### src/sv/rcnh_pkg.sv
// Shared types, constants and saturating arithmetic helpers for the ray-cone nearest-hit block.
`default_nettype none
package rcnh_pkg;

    localparam int COORD_WIDTH = 32;
    localparam int FRAC_BITS   = 16;
    localparam int INDEX_WIDTH = 16;
    localparam int WIDE_WIDTH  = 64;
    localparam int QUEUE_DEPTH = 4;

    localparam logic [31:0] MIN_DIST_RESET = 32'd66;

    typedef logic signed [WIDE_WIDTH-1:0] wide_t;

    localparam wide_t SMAX = 64'sh7FFF_FFFF_FFFF_FFFF;
    localparam longint TOL_RAW   = ((64'sd1 <<< FRAC_BITS) + 50000) / 100000;
    localparam wide_t  DELTA_TOL = (TOL_RAW == 0) ? 64'sd1 : wide_t'(TOL_RAW);
    localparam logic [COORD_WIDTH-1:0] COORD_MAX = '1;

    typedef struct packed {
        logic signed [COORD_WIDTH-1:0] pos_x;
        logic signed [COORD_WIDTH-1:0] pos_y;
        logic signed [COORD_WIDTH-1:0] pos_z;
        logic signed [COORD_WIDTH-1:0] dir_x;
        logic signed [COORD_WIDTH-1:0] dir_y;
        logic signed [COORD_WIDTH-1:0] dir_z;
        logic [COORD_WIDTH-1:0]        tan_sq;
        logic [INDEX_WIDTH-1:0]        cone_index;
        logic                          first_of_ray;
        logic                          last_of_ray;
    } in_item_t;

    typedef struct packed {
        logic                          hit;
        logic [COORD_WIDTH-1:0]        distance;
        logic [INDEX_WIDTH-1:0]        hit_cone;
        logic signed [COORD_WIDTH-1:0] hit_pos_x;
        logic signed [COORD_WIDTH-1:0] hit_pos_y;
        logic signed [COORD_WIDTH-1:0] hit_pos_z;
        logic signed [COORD_WIDTH-1:0] hit_dir_x;
        logic signed [COORD_WIDTH-1:0] hit_dir_y;
        logic signed [COORD_WIDTH-1:0] hit_dir_z;
    } out_item_t;

    // Front-to-back queue status
    typedef struct packed {
        logic     empty;
        in_item_t head;
    } queue_stat_t;

    function automatic wide_t sadd(wide_t x, wide_t y);
        logic signed [WIDE_WIDTH:0] s;
        s = (WIDE_WIDTH+1)'(x) + (WIDE_WIDTH+1)'(y);
        if (s > (WIDE_WIDTH+1)'(SMAX))
            return SMAX;
        else if (s < -(WIDE_WIDTH+1)'(SMAX))
            return -SMAX;
        else
            return wide_t'(s[WIDE_WIDTH-1:0]);
    endfunction

    function automatic wide_t ssub(wide_t x, wide_t y);
        logic signed [WIDE_WIDTH:0] s;
        s = (WIDE_WIDTH+1)'(x) - (WIDE_WIDTH+1)'(y);
        if (s > (WIDE_WIDTH+1)'(SMAX))
            return SMAX;
        else if (s < -(WIDE_WIDTH+1)'(SMAX))
            return -SMAX;
        else
            return wide_t'(s[WIDE_WIDTH-1:0]);
    endfunction

    function automatic wide_t dbl(wide_t x);
        return sadd(x, x);
    endfunction

    function automatic logic [WIDE_WIDTH-2:0] mag(wide_t x);
        wide_t n;
        n = (x < 0) ? -x : x;
        return n[WIDE_WIDTH-2:0];
    endfunction

endpackage
`default_nettype wire

### src/sv/rcnh_front.sv
// Input queue: accepts items and holds them until the back end takes them.
`default_nettype none
module rcnh_front
    import rcnh_pkg::*;
#(
    parameter int DEPTH = QUEUE_DEPTH
) (
    input  wire logic        clk,
    input  wire logic        rst_n,
    input  wire logic        push,
    output logic             full,
    input  wire in_item_t    item,
    input  wire logic        take,
    output queue_stat_t      stat
);
    localparam int PW = (DEPTH > 1) ? $clog2(DEPTH) : 1;

    in_item_t          mem_reg [DEPTH];
    logic [PW-1:0]     wr_ptr_reg, wr_ptr_next;
    logic [PW-1:0]     rd_ptr_reg, rd_ptr_next;
    logic [PW:0]       count_reg, count_next;
    logic              do_push, do_take;

    assign full       = (count_reg == (PW+1)'(DEPTH));
    assign stat.empty = (count_reg == '0);
    assign stat.head  = mem_reg[rd_ptr_reg];
    assign do_push    = push && !full;
    assign do_take    = take && !stat.empty;

    always_comb
    begin
        wr_ptr_next = wr_ptr_reg;
        rd_ptr_next = rd_ptr_reg;
        if (do_push)
        begin
            wr_ptr_next = (wr_ptr_reg == PW'(DEPTH-1)) ? '0 : wr_ptr_reg + 1'b1;
        end
        if (do_take)
        begin
            rd_ptr_next = (rd_ptr_reg == PW'(DEPTH-1)) ? '0 : rd_ptr_reg + 1'b1;
        end
        count_next = count_reg + (PW+1)'(do_push) - (PW+1)'(do_take);
    end

    always_ff @(posedge clk)
    begin
        if (do_push)
        begin
            mem_reg[wr_ptr_reg] <= item;
        end
    end

    always_ff @(posedge clk or negedge rst_n)
    begin
        if (!rst_n)
        begin
            wr_ptr_reg <= '0;
            rd_ptr_reg <= '0;
            count_reg  <= '0;
        end
        else
        begin
            wr_ptr_reg <= wr_ptr_next;
            rd_ptr_reg <= rd_ptr_next;
            count_reg  <= count_next;
        end
    end
endmodule
`default_nettype wire

### config.mk
export PLATFORM = sky130hd
export DESIGN_NAME = rcnh_front
export DESIGN_NICKNAME = d
export VERILOG_FILES = /design/src/sv/rcnh_pkg.sv /design/src/sv/rcnh_front.sv
export SDC_FILE = /design/constraint.sdc
export NUM_CORES = 1
export LEC_CHECK = 0
export ABC_CLOCK_PERIOD_IN_PS = 8400
export BUFFER_PORTS_ARGS = -buffer_cell sky130_fd_sc_hd__buf_2
export CAP_MARGIN = 40
export CORE_UTILIZATION = 57
export DETAILED_ROUTE_END_ITERATION = 10
export PLACE_DENSITY = 0.79
export SETUP_SLACK_MARGIN = 0.02
export SYNTH_ARGS = -nofsm -noshare
export SYNTH_HDL_FRONTEND = slang
export SYNTH_SLANG_ARGS = --single-unit
export TNS_END_PERCENT = 10
### constraint.sdc
create_clock -name clk -period 8.4 [get_ports clk]
set_input_delay 1.68 -clock clk [delete_from_list [all_inputs] [get_ports clk]]
set_output_delay 1.68 -clock clk [all_outputs]
set_load 0.02 [all_outputs]
==> results of run 1 <==
-- where the power goes --
part	switching, mW	internal [mW]	leakage [nW]
logic	3.01	1.90	3.74
clock network	1.74	2.32	1.47
registers	0.262	6.41	8.95
total	5.01	10.6	14.2
-- per-stage QoR --
step	util, %	cells	hold WS [ns]	area (um^2)	setup slack [ns]
global route	68.62	2722	0.5695	41730	3.376
global placement	63.45	2534	0.5129	38580	3.942
finish	68.64	2726	0.5517	41740	3.572
floorplan	-	1303	0.5027	35330	0.2548
detailed placement	63.65	2539	0.5322	38700	3.845
CTS	68.59	2715	0.5538	41710	3.477
-- worst paths after layout --
path / slack (ns) / cells past startpoint / end / start
max reg2reg: 5.01 / 5 / mem_reg[0][133] / count_reg[2]
min: 0.55 / 1 / count_reg[0] / count_reg[0]
min reg2reg: 0.55 / 1 / count_reg[0] / count_reg[0]
min in group asynchronous: 0.85 / 1 / rd_ptr_reg[0] / rst_n
max in group asynchronous: 7.34 / 1 / count_reg[1] / rst_n
max: 3.57 / 3 / stat[139] / rd_ptr_reg[0]
-- placed cells by master, fill, tap and decap left out, drive strengths merged --
cell type  count
fa             1
nand2b         1
inv           11
nor2           2
ha             7
clkinvlp       2
nor3b          1
mux2           3
mux4         242
clkbuf       112
dfrtp          7
edfxtp       968
and2           4
nor2b          1
o22ai          1
xnor2          2
buf          508
nand2          1
diode         11
bufinv         7
nor3           1
clkinv        51
-- area by class of cell --
class	count	area [um^2]
clock buffer	112	2462
clock inverter	64	543.0
inverter	7	26.28
sequential	975	29250
timing repair buffer	508	2763
multi-input combinational	267	5687
antenna	11	27.53
fill	3580	19070
tap	782	978.4
-- per-layer routing --
layer / GRT usage [%] / vias up / part of all wire, %
met5: 0 / - / 0.24
met4: 7.840 / 26 / 2.7
met3: 6.368 / 137 / 8.5
met2: 37.59 / 683 / 52
met1: 28.88 / 8346 / 37
li1: - / 6814 / -
-- logic make-up after synthesis --
group / count (synthesis) / synth area share, %
muxes: 245 / 15.52
adders and majority gates: 8 / 0.3046
buffers and inverters: 61 / 1.151
xor gates and xnor gates: 2 / 0.04959
DFF: 975 / 82.78
and+or+nand+nor: 11 / 0.1736
AOI/OAI and AO/OA: 1 / 0.01772
==> results.sh, run 1 <==
export IMPL_setup_viol=0
export IMPL_io_buffers=489
export IMPL_initial_utilization_pct=58.09
export IMPL_maxSlewViolCount=0
export IMPL_clock_latency_ns=0.65
export IMPL_outcome="finished clean"
export IMPL_clock_sinks=975
export IMPL_cp_slowest_stage_delay_ns=0.77
export IMPL_clk_path_buf_depth=3
export IMPL_ys_warn_count=0
export IMPL_routed_wl_um=70740
export IMPL_setup_tns_ns=0
export IMPL_cellPowerDensity_nw_per_um2=374.8
export IMPL_fp_row_count=90
export IMPL_grt_pass1_vias=16994
export IMPL_cts_max_level=3
export IMPL_cts_root_buf="clkbuf_16"
export IMPL_syn_to_final_growth_pct=18.15
export IMPL_tightest_slew_ns=0.9929
export IMPL_place_congestion=0.7525
export IMPL_postCtsHoldBufs=0
export IMPL_core_um2=60810
export IMPL_fp_dieW_um=251.0
export IMPL_grt_max_degree=131
export IMPL_cts_tree="built"
export IMPL_ys_async_sr_fraction_pct=0.7179
export IMPL_antenna_found_initial=23
export IMPL_clk_pin_slew_ns=0.07
export IMPL_path_class="reg2out"
export IMPL_peakVddDrop_mv=0.2757
export IMPL_max_freq_ghz=0.2071
export IMPL_critPathTopFamily="buffers and inverters"
export IMPL_drt_iter0_markers=1244
export IMPL_hpwlAfterDp_um=41300
export IMPL_syn_inst=1303
export IMPL_crit_required_ns=6.72
export IMPL_worstPathCellList="buf_12 -> mux4_2 -> buf_2"
export IMPL_cp_slowest_cell="dfrtp_4"
export IMPL_track_usage_pct=22.58
export IMPL_drt_wirelength_per_cell_um=25.95
export IMPL_cts_buffers=94
export IMPL_vias=16006
export IMPL_cp_end_kind="output pin"
export IMPL_synth_common_cells="968 x edfxtp_1, 242 x mux4_2, 28 x buf_2, 19 x buf_6"
export IMPL_gr_total_overflow=0
export IMPL_drv_cap=0
export IMPL_worstSetupStartpointType="register"
export IMPL_synth_top_area_share_pct=82.28
export IMPL_synth_edff_count=968
export IMPL_largest_register_ffs=968
export IMPL_dieArea_um2=62980
export IMPL_post_cts_setup_buffers=0
export IMPL_cp_buffers_inverters=2
export IMPL_final_setup_skew_ns=0.03785
export IMPL_grt_setup_unrepaired="false"
export IMPL_relSlewSlack_pct=33.81
export IMPL_synth_most_common_cell="edfxtp_1"
export IMPL_drcViolationCount=0
export IMPL_arrival_ns=3.15
export IMPL_final_nets=2107
export IMPL_synth_seq_area_share_pct=82.78
export IMPL_syn_cell_area_um2=35330
export IMPL_die_h_um=251.0
export IMPL_ctsResizeCount=0
export IMPL_hold_class="reg2reg"
export IMPL_synthTopCellsByArea="edfxtp_1 82%, mux4_2 15%, buf_6 0.61%"
export IMPL_hold_viol_final=0
export IMPL_cp_max_fo=110
export IMPL_io_pins=490
export IMPL_grt_pass1_wl_um=104200
export IMPL_leakagePower_nw=14.16
export IMPL_synth_distinct_cells=20
export IMPL_syn_area_per_cell_um2=27.11
export IMPL_synthesis_nets=1557
export IMPL_fin_crit_sh_pct=57.47
export IMPL_synth_seq_cells=975
export IMPL_synth_ff_type="edfxtp_1"
export IMPL_first_pass_iters=5
export IMPL_period_needed_ns=4.828
export IMPL_drive_gt1_share_pct=46.04
export IMPL_detail_route_antenna_nets=0
export IMPL_yosys_area_top_type="edfxtp_1"
export IMPL_power_total_mw=15.64
export IMPL_viasPerCell=5.872
No activity file was read; power rests on OpenSTA's default activity.
==> run 2, diff against run 1 <==
--- a/config.mk
+++ b/config.mk
@@ -5,12 +5,12 @@
 export SDC_FILE = /design/constraint.sdc
 export NUM_CORES = 1
 export LEC_CHECK = 0
-export ABC_CLOCK_PERIOD_IN_PS = 8400
+export ABC_CLOCK_PERIOD_IN_PS = 4150
 export BUFFER_PORTS_ARGS = -buffer_cell sky130_fd_sc_hd__buf_2
 export CAP_MARGIN = 40
-export CORE_UTILIZATION = 57
+export CORE_UTILIZATION = 51
 export DETAILED_ROUTE_END_ITERATION = 10
-export PLACE_DENSITY = 0.79
+export PLACE_DENSITY = 0.75
 export SETUP_SLACK_MARGIN = 0.02
 export SYNTH_ARGS = -nofsm -noshare
 export SYNTH_HDL_FRONTEND = slang
==> constraint.sdc (replaced) <==
create_clock -name clk -period 4.15 [get_ports clk]
set_input_delay 0.83 -clock clk [delete_from_list [all_inputs] [get_ports clk]]
set_output_delay 0.83 -clock clk [all_outputs]
set_load 0.02 [all_outputs]
==> run 2 against run 1 <==
Against the previous run: hold slack got worse by 0.16 ns; via count rose by 0.91%; clock-buffer cell count rose by 9; register-to-register slack got worse by 3.5 ns; critical path type unchanged; combinational power rose by 110%; die area rose by 12%; cell area rose by 2.2%; first-iteration DRC count rose by 1.0%; clock skew fell by 0.0085 ns; sequential share of layout area fell by 1.5 points.
==> results.sh, run 2 (synthesis gave the netlist of run 1 again) <==
export IMPL_outcome="finished clean"
export IMPL_combPwrFrac_pct=31.7
export IMPL_drcViolationCount=0
export IMPL_cellPowerDensity_nw_per_um2=760.4
export IMPL_die_h_um=265.2
export IMPL_clk_pin_slew_ns=0.06
export IMPL_critPathTopFamily="flip-flops"
export IMPL_path_class="reg2out"
export IMPL_hold_depth=1
export IMPL_p_switching_mw=10.27
export IMPL_p_clk_share_pct=26.7
export IMPL_hold_end="mem_reg[0][154]"
export IMPL_gr_total_overflow=0
export IMPL_switching_share_pct=31.64
export IMPL_grt_pass1_vias=17105
export IMPL_grt_setup_unrepaired="false"
export IMPL_power_total_mw=32.44
export IMPL_antenna_found_initial=29
export IMPL_leakagePower_nw=14.50
export IMPL_period_needed_ns=3.677
export IMPL_utilization_pct=62.21
export IMPL_postCtsHoldBufs=1
export IMPL_max_freq_ghz=0.2719
export IMPL_cts_root_buf="clkbuf_16"
export IMPL_cp_buffers_inverters=2
export IMPL_maxSlewViolCount=0
export IMPL_first_pass_iters=5
export IMPL_grt_max_degree=43
export IMPL_post_cts_setup_buffers=0
export IMPL_cts_max_level=3
export IMPL_vias=16151
export IMPL_worstPathCellList="buf_4 -> mux4_2 -> buf_2"
export IMPL_reg2reg_from="count_reg[2]"
export IMPL_relSlewSlack_pct=44.81
export IMPL_cp_slowest_cell="dfrtp_4"
export IMPL_routed_wl_um=70590
export IMPL_peakVddDrop_mv=0.5157
export IMPL_dieArea_um2=70320
export IMPL_cp_slowest_stage_delay_ns=0.94
export IMPL_r2r_setup_slack_ns=1.54
export IMPL_clk_path_buf_depth=3
export IMPL_grt_pass1_wl_um=105300
export IMPL_clock_sinks=975
export IMPL_clock_latency_ns=0.63
export IMPL_track_usage_pct=20.24
export IMPL_pwr_share_seq_pct=41.6
export IMPL_crit_required_ns=3.32
export IMPL_fp_row_count=96
export IMPL_power_internal_mw=22.18
export IMPL_arrival_ns=2.85
export IMPL_syn_to_final_growth_pct=20.78
export IMPL_core_um2=68590
export IMPL_cts_tree="built"
export IMPL_cts_buffers=97
export IMPL_worstSetupStartpointType="register"
export IMPL_r2r_cells=4
export IMPL_final_cell_mix="968 x edfxtp_1, 489 x buf_2, 242 x mux4_2, 99 x clkbuf_16, 30 x buf_4"
export IMPL_initial_utilization_pct=51.51
export IMPL_placedCellCount=2729
export IMPL_drv_cap=0
export IMPL_hold_class="in2reg"
export IMPL_cp_max_fo=32
export IMPL_io_buffers=489
export IMPL_whs_ns=0.3940
export IMPL_detail_route_antenna_nets=0
export IMPL_hpwlAfterDp_um=45080
export IMPL_tightest_slew_ns=0.8279
export IMPL_drt_iter0_markers=1257
export IMPL_cp_end_kind="output pin"
export IMPL_largest_register_ffs=968
export IMPL_io_pins=490
export IMPL_final_nets=2152
export IMPL_drive_gt1_share_pct=47.42
export IMPL_hold_start="item[154]"
export IMPL_hold_viol_final=0
export IMPL_place_congestion=0.7757
export IMPL_mostFrequentLayoutCell="edfxtp_1"
export IMPL_final_cells=2920
export IMPL_fin_crit_sh_pct=88.61
export IMPL_drt_wirelength_per_cell_um=24.17
export IMPL_r2r_end="mem_reg[2][154]"
export IMPL_fp_dieW_um=265.2
export IMPL_final_setup_skew_ns=0.02931
export IMPL_viasPerCell=5.531
export IMPL_setup_viol=0
export IMPL_ctsResizeCount=0
==> run 2: layout make-up <==
type                    count  area [um^2]
diodes                     13        32.53
clock buffers             121         2560
clock inverters            56        654.4
fillers                  4539        25920
inverters                   7        26.28
multi-input cells         267         5687
flip-flops and latches    975        29250
well taps                 931         1165
repair buffers            550         3291
==> run 2: metrics by stage <==
step | cell area, um^2 | setup TNS (ns) | setup WS, ns
after CTS | 42630 | 0 | 0.3746
after global placement | 39380 | 0 | 1.074
after global routing | 42660 | 0 | 0.2891
after detailed placement | 39410 | 0 | 1.069
final | 42670 | 0 | 0.4725
after floorplan | 35330 | -429.25 | -0.4434
==> run 2: metal layers <==
metal	up-vias	share of wire (%)	GRT usage [%]
met3	165	8.0	6.054
met5	-	0.33	0
met2	593	50	32.87
li1	6891	-	-
met4	36	2.9	7.264
met1	8466	38	26.13
==> run 2: power groups by stage <==
stage          registers [mW]  clock network [mW]  logic (mW)
3_5_place_dp             13.7                   0        10.4
5_1_grt                  13.7                9.21        10.9
6_report                 13.5                8.65        10.3
3_3_place_gp             13.7                   0        10.3
2_1_floorplan            13.6                   0        6.95
4_1_cts                  13.5                8.81        10.5
==> run 2: worst max-delay path by stage <==
stage / from / endpoint / slack, ns / cells after the start
after floorplan: push / mem_reg[0][0] / -0.44 / 2
after global placement: rd_ptr_reg[0] / stat[39] / 1.07 / 3
after detailed placement: rd_ptr_reg[0] / stat[39] / 1.07 / 3
after CTS: rd_ptr_reg[0] / stat[38] / 0.37 / 3
after global routing: rd_ptr_reg[0] / stat[38] / 0.29 / 3
final: rd_ptr_reg[0] / stat[38] / 0.47 / 3
==> run 2: worst register-to-register path: stages (launching register included) <==
cell	delay (ns)
dfrtp_1	0.40
nor3b_1	0.20
nor2b_1	0.42
and2_4	0.70
buf_4	0.54
==> run 3, diff against run 2 <==
--- a/config.mk
+++ b/config.mk
@@ -8,9 +8,9 @@
 export ABC_CLOCK_PERIOD_IN_PS = 4150
 export BUFFER_PORTS_ARGS = -buffer_cell sky130_fd_sc_hd__buf_2
 export CAP_MARGIN = 40
-export CORE_UTILIZATION = 51
+export CORE_UTILIZATION = 45
 export DETAILED_ROUTE_END_ITERATION = 10
-export PLACE_DENSITY = 0.75
+export PLACE_DENSITY = 0.67
 export SETUP_SLACK_MARGIN = 0.02
 export SYNTH_ARGS = -nofsm -noshare
 export SYNTH_HDL_FRONTEND = slang
==> run 3 against run 2 <==
Against the previous run: first-iteration DRC count decreased by 23%; sequential share of layout area decreased by 0.18 points; clock power decreased by 0.8%; wire length increased by 1.5%; hold slack got worse by 0.016 ns; die area increased by 13%; register-to-register slack improved by 0.12 ns; non-clock buffer count increased by 4; utilization decreased by 7.1 points; critical path type unchanged; critical endpoint is now stat[119].
==> results.sh, run 3 (synthesis gave the netlist of run 1 again) <==
export IMPL_cts_buffers=97
export IMPL_routed_wl_um=71620
export IMPL_drive_gt1_share_pct=47.65
export IMPL_grt_pass1_vias=16931
export IMPL_drv_cap=0
export IMPL_io_buffers=489
export IMPL_first_pass_iters=5
export IMPL_maxSlewViolCount=0
export IMPL_arrival_ns=2.69
export IMPL_relSlewSlack_pct=45.69
export IMPL_cts_tree="built"
export IMPL_drt_wirelength_per_cell_um=23.66
export IMPL_worstSetupStartpointType="register"
export IMPL_path_class="reg2out"
export IMPL_whs_ns=0.3781
export IMPL_ctsResizeCount=0
export IMPL_cellPowerDensity_nw_per_um2=757.7
export IMPL_final_nets=2156
export IMPL_max_freq_ghz=0.2837
export IMPL_mostFrequentLayoutCell="edfxtp_1"
export IMPL_die_h_um=282.2
export IMPL_layout_setup_ws_ns=0.6255
export IMPL_final_cell_mix="968 x edfxtp_1, 489 x buf_2, 242 x mux4_2, 99 x clkbuf_16, 33 x buf_4"
export IMPL_cts_root_buf="clkbuf_16"
export IMPL_power_total_mw=32.41
export IMPL_clock_sinks=975
export IMPL_utilization_pct=55.13
export IMPL_final_area_um2=42780
export IMPL_hpwlAfterDp_um=46060
export IMPL_clk_path_buf_depth=3
export IMPL_vias=15984
export IMPL_post_cts_setup_buffers=0
export IMPL_fp_dieW_um=282.2
export IMPL_antenna_found_initial=19
export IMPL_cp_end_kind="output pin"
export IMPL_final_cells=3027
export IMPL_grt_pass1_wl_um=105500
export IMPL_grt_max_degree=77
export IMPL_largest_register_ffs=968
export IMPL_initial_utilization_pct=45.53
export IMPL_crit_required_ns=3.32
export IMPL_placed_area_um2=39580
export IMPL_setup_viol=0
export IMPL_dieArea_um2=79630
export IMPL_clock_latency_ns=0.66
export IMPL_io_pins=490
export IMPL_period_needed_ns=3.524
export IMPL_fp_row_count=102
export IMPL_gr_total_overflow=0
export IMPL_final_setup_skew_ns=0.02590
export IMPL_viasPerCell=5.280
export IMPL_leakagePower_nw=14.53
export IMPL_drcViolationCount=0
export IMPL_setup_tns_ns=0
export IMPL_outcome="finished clean"
export IMPL_detail_route_antenna_nets=0
export IMPL_cts_max_level=3
export IMPL_dp_slack_ns=1.177
export IMPL_tightest_slew_ns=0.8146
export IMPL_cp_max_fo=27
export IMPL_drt_iter0_markers=966
export IMPL_core_um2=77590
export IMPL_place_congestion=0.7665
export IMPL_track_usage_pct=17.90
export IMPL_placedCellCount=2842
export IMPL_hold_viol_final=0
export IMPL_hold_class="in2reg"
export IMPL_syn_to_final_growth_pct=21.10
export IMPL_fin_crit_sh_pct=84.93
export IMPL_grt_setup_unrepaired="false"
export IMPL_peakVddDrop_mv=0.4900
export IMPL_clk_pin_slew_ns=0.06
==> run 3: changes by cell type in the layout (fill, tap and decap cells not counted) <==
cell        previous run  this run
buf_12                29        31
buf_16                 1         0
buf_4                 30        33
bufinv_16             11         9
clkbuf_1              22        23
clkinv_1              18        15
clkinv_16              3         4
clkinv_2              13        21
clkinv_4               4         1
clkinvlp_4             5         2
diode_2               13         6
inv_16                 1         0
inv_6                  1         4
==> run 3: power by group <==
part / switching (mW) / leakage [nW] / internal, mW / total [mW]
registers: 0.478 / 8.95 / 12.9 / 13.4
clock network: 3.61 / 1.55 / 4.97 / 8.58
logic: 6.22 / 4.03 / 4.20 / 10.4
==> run 3: routing by layer <==
layer / vias to the layer above / wire length (um) / track usage [%]
met4: 28 / 1598 / 5.724
met5: - / 186 / 0
li1: 6901 / - / -
met3: 123 / 6433 / 5.798
met1: 8387 / 27920 / 23.21
met2: 545 / 35480 / 28.80
==> run 3: path summary, 6_finish.rpt <==
kind,slack (ns),start,cells past startpoint,end
worst min register to register,0.55,count_reg[0],1,count_reg[0]
worst min-delay path,0.38,item[225],1,mem_reg[2][225]
max in group asynchronous,3.39,rst_n,2,rd_ptr_reg[1]
min in group asynchronous,0.58,rst_n,2,rd_ptr_reg[0]
worst max-delay path,0.63,rd_ptr_reg[0],4,stat[119]
worst max register to register,1.66,count_reg[2],4,mem_reg[3][162]
==> run 3: repair_timing <==
item | CTS | global route
setup endpoints to repair | 0 | 0
endpoints found under the hold margin | 7 | 0
hold buffers | 1 | 0
==> run 3: layout make-up <==
cell class / count / area, um^2
fillers: 5849 / 34810
clock buffers: 122 / 2564
well taps: 1040 / 1301
clock inverters: 56 / 610.6
diodes: 6 / 15.01
repair buffers: 554 / 3326
flip-flops and latches: 975 / 29250
inverters: 7 / 26.28
multi-input cells: 267 / 5687
==> run 3: critical path: stages (launching register included) <==
cell,delay [ns]
dfrtp_4,0.71
buf_12,0.26
buf_12,0.27
mux4_2,0.56
buf_2,0.18
